`src/hdl/pfgr_pkg.sv`:
```
// Shared types, constants and helper functions of the glyph rasterizer.
package pfgr_pkg;

  localparam int unsigned FONT_BYTES       = 4096;
  localparam int unsigned ADDR_W           = $clog2(FONT_BYTES);
  localparam int unsigned MAX_GLYPH_WIDTH  = 64;
  localparam int unsigned MAX_GLYPH_HEIGHT = 64;
  localparam int unsigned XY_W             = 11;
  localparam int unsigned COLOR_W          = 16;
  localparam int unsigned PIX_W            = 64;
  localparam int unsigned RW_W             = 7;
  localparam int unsigned BYTE_W           = 8;

  localparam logic [ADDR_W-1:0] HEIGHT_ADDR = ADDR_W'(1);
  localparam logic [ADDR_W-1:0] FIRST_ADDR  = ADDR_W'(2);
  localparam logic [ADDR_W-1:0] COUNT_ADDR  = ADDR_W'(3);
  localparam logic [ADDR_W-1:0] WIDTH_BASE  = ADDR_W'(4);

  localparam logic ACT_LOAD = 1'b0;
  localparam logic ACT_DRAW = 1'b1;

  localparam logic REG_FOREGROUND = 1'b0;
  localparam logic REG_BACKGROUND = 1'b1;

  localparam logic [COLOR_W-1:0] FOREGROUND_RESET = 16'hFFFF;
  localparam logic [COLOR_W-1:0] BACKGROUND_RESET = 16'h0000;

  typedef struct packed {
    logic             action;
    logic [11:0]      font_addr;
    logic [7:0]       font_byte;
    logic [7:0]       char_code;
    logic             new_string;
    logic [XY_W-1:0]  start_x;
    logic [XY_W-1:0]  start_y;
  } in_req_t;

  typedef struct packed {
    logic [PIX_W-1:0]   row_pixels;
    logic [RW_W-1:0]    row_width;
    logic [XY_W-1:0]    pixel_x;
    logic [XY_W-1:0]    pixel_y;
    logic [COLOR_W-1:0] set_color;
    logic [COLOR_W-1:0] clear_color;
    logic               last_row;
    logic               error;
  } out_rsp_t;

  typedef struct packed {
    logic [PIX_W-1:0] pixels;
    logic [RW_W-1:0]  width;
    logic [XY_W-1:0]  x;
    logic [XY_W-1:0]  y;
    logic             last;
    logic             error;
  } row_t;

  function automatic logic [5:0] row_bytes(input logic [7:0] w);
    logic [8:0] sum;
    sum = {1'b0, w} + 9'd7;
    return (w == 8'd0) ? 6'd1 : sum[8:3];
  endfunction

  function automatic logic [PIX_W-1:0] reverse_bits(input logic [PIX_W-1:0] v);
    logic [PIX_W-1:0] r;
    for (int i = 0; i < PIX_W; i++) begin
      r[i] = v[PIX_W-1-i];
    end
    return r;
  endfunction

endpackage

```
`src/hdl/pfgr_ctrl.sv`:
```
// Sequencer that walks the font store and builds one glyph row at a time.
module pfgr_ctrl (
  input  logic                          clk_i,
  input  logic                          rst_ni,
  input  logic                          in_valid_i,
  output logic                          in_ready_o,
  input  pfgr_pkg::in_req_t             in_req_i,
  output logic                          ram_we_o,
  output logic [pfgr_pkg::ADDR_W-1:0]   ram_waddr_o,
  output logic [pfgr_pkg::BYTE_W-1:0]   ram_wdata_o,
  output logic [pfgr_pkg::ADDR_W-1:0]   ram_raddr_o,
  input  logic [pfgr_pkg::BYTE_W-1:0]   ram_rdata_i,
  output logic                          res_valid_o,
  input  logic                          res_ready_i,
  output pfgr_pkg::row_t                res_o
);

  localparam logic [3:0] S_IDLE = 4'd0;
  localparam logic [3:0] S_RD_H = 4'd1;
  localparam logic [3:0] S_RD_F = 4'd2;
  localparam logic [3:0] S_RD_C = 4'd3;
  localparam logic [3:0] S_RD_W = 4'd4;
  localparam logic [3:0] S_CHK  = 4'd5;
  localparam logic [3:0] S_WALK = 4'd6;
  localparam logic [3:0] S_ROW  = 4'd7;
  localparam logic [3:0] S_EMIT = 4'd8;
  localparam logic [3:0] S_ERR  = 4'd9;

  localparam int unsigned AW = pfgr_pkg::ADDR_W;
  localparam int unsigned XW = pfgr_pkg::XY_W;

  logic [3:0]                     state_q, state_d;
  logic [XW-1:0]                  pen_x_q, pen_x_d;
  logic [XW-1:0]                  pen_y_q, pen_y_d;
  logic                           aborted_q, aborted_d;
  logic [7:0]                     code_q, code_d;
  logic [7:0]                     height_q, height_d;
  logic [7:0]                     first_q, first_d;
  logic [7:0]                     count_q, count_d;
  logic [7:0]                     idx_q, idx_d;
  logic [7:0]                     walk_i_q, walk_i_d;
  logic                           acc_v_q, acc_v_d;
  logic [AW-1:0]                  start_q, start_d;
  logic [6:0]                     width_q, width_d;
  logic [3:0]                     bpr_q, bpr_d;
  logic [6:0]                     rows_q, rows_d;
  logic [6:0]                     row_q, row_d;
  logic [AW-1:0]                  addr_q, addr_d;
  logic [3:0]                     bi_q, bi_d;
  logic                           rv_q, rv_d;
  logic [2:0]                     rj_q, rj_d;
  logic [pfgr_pkg::PIX_W-1:0]     raw_q, raw_d;

  logic [13:0]                    walk_prod;
  logic [8:0]                     first_end;
  logic                           in_range;
  logic                           last_row;
  logic [6:0]                     row_next;
  logic [5:0]                     rb_rd;
  logic [5:0]                     rb_new;

  assign in_ready_o  = (state_q == S_IDLE);
  assign ram_we_o    = in_ready_o && in_valid_i && (in_req_i.action == pfgr_pkg::ACT_LOAD);
  assign ram_waddr_o = in_req_i.font_addr;
  assign ram_wdata_o = in_req_i.font_byte;

  assign rb_rd     = pfgr_pkg::row_bytes(ram_rdata_i);
  assign rb_new    = pfgr_pkg::row_bytes(ram_rdata_i);
  assign walk_prod = 14'(height_q) * 14'(rb_rd);
  assign first_end = {1'b0, first_q} + {1'b0, count_q};
  assign in_range  = (code_q >= first_q) && ({1'b0, code_q} < first_end);
  assign row_next  = row_q + 7'd1;
  assign last_row  = (row_next == rows_q);

  always_comb begin
    res_o        = '0;
    res_o.x      = pen_x_q;
    if (state_q == S_ERR) begin
      res_o.y     = pen_y_q;
      res_o.last  = 1'b1;
      res_o.error = 1'b1;
    end else begin
      res_o.pixels = pfgr_pkg::reverse_bits(raw_q) >> (7'd64 - width_q);
      res_o.width  = width_q;
      res_o.y      = pen_y_q + XW'(row_q);
      res_o.last   = last_row;
    end
  end

  assign res_valid_o = (state_q == S_EMIT) || (state_q == S_ERR);

  always_comb begin
    state_d     = state_q;
    pen_x_d     = pen_x_q;
    pen_y_d     = pen_y_q;
    aborted_d   = aborted_q;
    code_d      = code_q;
    height_d    = height_q;
    first_d     = first_q;
    count_d     = count_q;
    idx_d       = idx_q;
    walk_i_d    = walk_i_q;
    acc_v_d     = 1'b0;
    start_d     = start_q;
    width_d     = width_q;
    bpr_d       = bpr_q;
    rows_d      = rows_q;
    row_d       = row_q;
    addr_d      = addr_q;
    bi_d        = bi_q;
    rv_d        = 1'b0;
    rj_d        = rj_q;
    raw_d       = raw_q;
    ram_raddr_o = '0;

    unique case (state_q)
      S_IDLE: begin
        if (in_valid_i && (in_req_i.action == pfgr_pkg::ACT_DRAW)) begin
          code_d = in_req_i.char_code;
          if (in_req_i.new_string) begin
            pen_x_d   = in_req_i.start_x;
            pen_y_d   = in_req_i.start_y;
            aborted_d = 1'b0;
            state_d   = S_RD_H;
          end else if (!aborted_q) begin
            state_d = S_RD_H;
          end
        end
      end
      S_RD_H: begin
        ram_raddr_o = pfgr_pkg::HEIGHT_ADDR;
        state_d     = S_RD_F;
      end
      S_RD_F: begin
        ram_raddr_o = pfgr_pkg::FIRST_ADDR;
        height_d    = ram_rdata_i;
        state_d     = S_RD_C;
      end
      S_RD_C: begin
        ram_raddr_o = pfgr_pkg::COUNT_ADDR;
        first_d     = ram_rdata_i;
        state_d     = S_RD_W;
      end
      S_RD_W: begin
        count_d     = ram_rdata_i;
        ram_raddr_o = pfgr_pkg::WIDTH_BASE + AW'(code_q - first_q);
        state_d     = S_CHK;
      end
      S_CHK: begin
        if (!in_range || (ram_rdata_i > 8'(pfgr_pkg::MAX_GLYPH_WIDTH))) begin
          state_d = S_ERR;
        end else begin
          width_d  = ram_rdata_i[6:0];
          bpr_d    = rb_new[3:0];
          idx_d    = code_q - first_q;
          start_d  = pfgr_pkg::WIDTH_BASE + AW'(count_q);
          walk_i_d = '0;
          rows_d   = (height_q > 8'(pfgr_pkg::MAX_GLYPH_HEIGHT)) ?
                     7'(pfgr_pkg::MAX_GLYPH_HEIGHT) : height_q[6:0];
          state_d  = S_WALK;
        end
      end
      S_WALK: begin
        if (walk_i_q != idx_q) begin
          ram_raddr_o = pfgr_pkg::WIDTH_BASE + AW'(walk_i_q);
          walk_i_d    = walk_i_q + 8'd1;
          acc_v_d     = 1'b1;
        end
        if (acc_v_q) begin
          start_d = start_q + walk_prod[AW-1:0];
        end
        if ((walk_i_q == idx_q) && !acc_v_q) begin
          if (rows_q == 7'd0) begin
            pen_x_d = pen_x_q + XW'(width_q);
            state_d = S_IDLE;
          end else begin
            addr_d  = start_q;
            row_d   = '0;
            bi_d    = '0;
            state_d = S_ROW;
          end
        end
      end
      S_ROW: begin
        if (bi_q != bpr_q) begin
          ram_raddr_o = addr_q;
          addr_d      = addr_q + AW'(1);
          bi_d        = bi_q + 4'd1;
          rv_d        = 1'b1;
          rj_d        = bi_q[2:0];
        end
        if (rv_q) begin
          raw_d[{rj_q, 3'b000} +: 8] = ram_rdata_i;
        end
        if ((bi_q == bpr_q) && !rv_q) begin
          state_d = S_EMIT;
        end
      end
      S_EMIT: begin
        if (res_ready_i) begin
          if (last_row) begin
            pen_x_d = pen_x_q + XW'(width_q);
            state_d = S_IDLE;
          end else begin
            row_d   = row_next;
            bi_d    = '0;
            state_d = S_ROW;
          end
        end
      end
      S_ERR: begin
        if (res_ready_i) begin
          aborted_d = 1'b1;
          state_d   = S_IDLE;
        end
      end
      default: begin
        state_d = S_IDLE;
      end
    endcase
  end

  always_ff @(posedge clk_i or negedge rst_ni) begin
    if (!rst_ni) begin
      state_q   <= S_IDLE;
      pen_x_q   <= '0;
      pen_y_q   <= '0;
      aborted_q <= 1'b0;
      acc_v_q   <= 1'b0;
      rv_q      <= 1'b0;
    end else begin
      state_q   <= state_d;
      pen_x_q   <= pen_x_d;
      pen_y_q   <= pen_y_d;
      aborted_q <= aborted_d;
      acc_v_q   <= acc_v_d;
      rv_q      <= rv_d;
    end
  end

  always_ff @(posedge clk_i) begin
    code_q   <= code_d;
    height_q <= height_d;
    first_q  <= first_d;
    count_q  <= count_d;
    idx_q    <= idx_d;
    walk_i_q <= walk_i_d;
    start_q  <= start_d;
    width_q  <= width_d;
    bpr_q    <= bpr_d;
    rows_q   <= rows_d;
    row_q    <= row_d;
    addr_q   <= addr_d;
    bi_q     <= bi_d;
    rj_q     <= rj_d;
    raw_q    <= raw_d;
  end

endmodule

```
`config.mk`:
```
export PLATFORM = sky130hd
export DESIGN_NAME = pfgr_ctrl
export DESIGN_NICKNAME = d
export VERILOG_FILES = /design/src/hdl/pfgr_pkg.sv /design/src/hdl/pfgr_ctrl.sv
export SDC_FILE = /design/constraint.sdc
export NUM_CORES = 1
export LEC_CHECK = 0
export ABC_CLOCK_PERIOD_IN_PS = 5600
export BUFFER_PORTS_ARGS = -buffer_cell sky130_fd_sc_hd__buf_2
export CORE_MARGIN = 1.5
export CORE_UTILIZATION = 45
export DETAILED_ROUTE_END_ITERATION = 6
export GPL_TIMING_DRIVEN = 0
export SKIP_CTS_REPAIR_TIMING = 1
export SLEW_MARGIN = 15
export SYNTH_ARGS = -nofsm -noshare
export SYNTH_HDL_FRONTEND = slang
export SYNTH_SLANG_ARGS = --single-unit
```
`constraint.sdc`:
```
create_clock -name clk_i -period 5.6 [get_ports clk_i]
set_input_delay 0.28 -clock clk_i [delete_from_list [all_inputs] [get_ports clk_i]]
set_output_delay 0.28 -clock clk_i [all_outputs]
set_load 0.03 [all_outputs]
```
==> flow_summary.toml <==
[logic_synthesis]
synthSimpleGateAreaFrac_pct = 16.7
ys_types = 70
synthAdderAreaFrac_pct = 10.1
synth_largest_area_cell = "edfxtp_1"
synthCells = 1659
yosysSeqAreaShare_pct = 35.8
synth-seq-cells = 197
async_reset_ff_share_pct = 14.7
yosys-mux-area-fraction_pct = 13.2
syn_area_mm2 = 0.0161
synth_xor_area_share_pct = 5.76
synth_ff_type = "edfxtp_1"
synth_compound_area_share_pct = 13.1
synth_area_leaders = "edfxtp_1, mux4_2, ha_1"
yosys_warnings = 0
syn_nets = 1831
synth_edf_count = 168
synth_top_family_by_area = "simple AND/OR/NAND/NOR gates"
syn_avg_cell_area_um2 = 9.72
synth_top_area_share_pct = 31.3

[power]
p_comb_share_pct = 50.2
power_mw = 6.50
leakagePower_nw = 7.72
p_clk_share_pct = 19.3
switchingPower_mw = 2.81
p_per_area_mw_per_mm2 = 355
p_int_mw = 3.69
sw_frac_of_total_pct = 43.2
peakVddDrop_mv = 0.410
seqPwrFrac_pct = 30.5

[clock_tree]
cts_tree = "built"
cts_sinks = 197
cts_buffers = 17
clk_latency_ps = 460
path_clk_slew_ps = 90
cts_root_buffer = "clkbuf_16"
htree_levels = 4
clockBufferDepth = 2

[global_routing]
antenna_found_initial = 1
grt_max_degree = 30
gr-total-overflow = 0
grt_pass1_wl_um = 73000
globalRouteTotalUtil_pct = 26.0
grt_pass1_vias = 12800

[route]
drt.antenna.violating_nets = 0
drtIter0Drc = 905
drc_errors = 0
routed_wl_um = 47700
via_count = 13400
firstDrtPassIters = 5
wl_per_cell_um = 20.4
via_per_inst = 5.72

[flow_run]
cap_violations = 0

[finish]
area.sequential_mm2 = 0.00577
layout.nets = 2032
diodes = 0
layout_commonest_cell = "buf_2"
layout_common_cells = "buf_2, nand2_1, edfxtp_1"
multiInputGateArea_mm2 = 0.00952
syn_to_final_growth_pct = 13.5
stdcell_count = 2334
num-fill-cells = 3352
drive_gt1_share_pct = 18.6

[setup_path]
critPathKind = "input pin to register"
crit_top_cell = "fa_1"
worstPathArrival_ps = 5330
critical_path.slowest_cell = "xnor2_1"
crit_path_start = "ram_rdata_i[5]"
crit_fanout = 9
regToRegStartpoint = "count_q[1]"
cp.required_ps = 5780
endpoint_kind = "register"
slowest_delay_ps = 600
start_kind = "input pin"
crit_chain = "buf_2, clkbuf_1, nand3_1, xnor2_1, and2_1, fa_1, fa_1, fa_1, inv_1, fa_1, inv_1, ha_1, a2111oi_0, a21oi_1, o21ai_0, xor2_1, nor2_1"

[die]
die_h_um = 192
row_count = 69
initial_utilization_pct = 45.6
core_mm2 = 0.0354
chipWidth_um = 192
ios = 194
die_area_mm2 = 0.0370

[outcome]
status = "finished, final reports clean"

[sta]
rsz0062_at_grt = "false"
setup_viol = 0
worst_slack_ps = 456
tns_ps = 0
worst_clock_skew_ps = 23.5
fin_crit_sh_pct = 91.9
fin_crit_ps = 5140
fmax_mhz = 194
worst-slew-pin-transition_ps = 1140
slew_headroom_pct = 23.4
finalHoldViolCount = 0
drv_slew = 0

[place]
port_buffers = 173
dpl.hpwl_um = 38500
place_inst = 2294
dp_slack_ps = -210
gp_congestion = 0.961

[hold_path]
min_path_type = "input pin to register"
hold_path.startpoint = "in_req_i[0]"
-- logic make-up after synthesis --
family,Yosys count
simple gates,569
compound gates,334
flops,197
buf+inv,195
mux,158
fa+ha+maj,108
xor+xnor,98
-- cells in the mapped netlist (4+ instances only) --
cell type  instances
a2111oi_0          4
a211oi_1          29
a21o_1            16
a21oi_1          105
a2bb2oi_1          4
a31oi_1           11
and2_1            71
and3_1            24
buf_2             20
buf_4             29
clkbuf_1          53
dfrtp_1           29
edfxtp_1         168
fa_1              36
ha_1              72
inv_1             90
mux2_2            34
mux2i_1           83
mux4_2            41
nand2_1          176
nand2b_1          16
nand3_1           34
nand3b_1           4
nand4_1            6
nor2_1           163
nor2b_1           19
nor3_1            26
nor3b_1            9
nor4_1             6
o211ai_1          12
o21a_1             6
o21ai_0           68
o21bai_1           7
o221ai_1           7
o22ai_1           27
o31ai_1            6
xnor2_1           53
xor2_1            38
-- stage by stage --
stage	hold slack (ps)	area (um2)	util, %
floorplan	-15.6	16100	-
global placement	394	17600	49.7
detailed placement	391	17600	49.7
CTS	-91.8	18200	51.5
global route	40.1	18300	51.7
finish	47.3	18300	51.7
-- critical path, delay by kind of cell --
| family | cells | cell delay (ps) |
|---|---|---|
| buf+inv | 4 | 730 |
| simple gates | 3 | 450 |
| compound gates | 3 | 690 |
| xor+xnor | 2 | 770 |
| fa+ha+maj | 5 | 2400 |
-- routing by layer --
metal	wire [um]	up-vias	GRT usage (%)
li1	-	6365	-
met1	21600	6437	36.3
met2	22100	488	42.1
met3	2760	65	3.35
met4	1150	2	7.78
met5	7	-	0
-- flip-flops by register name, summed over array words and instances, names as in the netlist, 8 cells and up --
| signal | cells |
|---|---|
| first_q | 8 |
| idx_q | 8 |
| height_q | 8 |
| count_q | 8 |
| walk_i_q | 8 |
| addr_q | 12 |
| code_q | 8 |
| pen_x_q | 11 |
| pen_y_q | 11 |
| raw_q | 64 |
| start_q | 12 |
-- final cells by class --
cell class,count,area share (%)
flip-flops and latches,197,31.5
well taps,461,3.15
multi-input cells,1267,52.0
inverters,90,1.85
repair buffers,183,5.26
plain buffers,104,2.86
clock inverters,13,0.854
clock buffers,19,2.48
-- power groups by stage --
stage / Combinational [mW] / Clock (mW) / Sequential (mW)
2_1_floorplan: 2.42 / 0 / 2.02
3_3_place_gp: 3.20 / 0 / 2.02
3_5_place_dp: 3.25 / 0 / 2.02
4_1_cts: 3.27 / 1.27 / 1.98
5_1_grt: 3.65 / 1.33 / 2.01
6_report: 3.26 / 1.25 / 1.98
-- path summary, 6_finish.rpt --
check                               to  slack, ps  cells past startpoint
min reg2reg                  aborted_q        500                      1
max reg2reg                walk_i_q[3]        830                     15
max                        start_q[10]        460                     17
max in group asynchronous   pen_x_q[1]       4660                      2
min                         pen_y_q[0]         50                      2
min in group asynchronous      acc_v_q        430                      2
(Power assumes the default switching activity.)
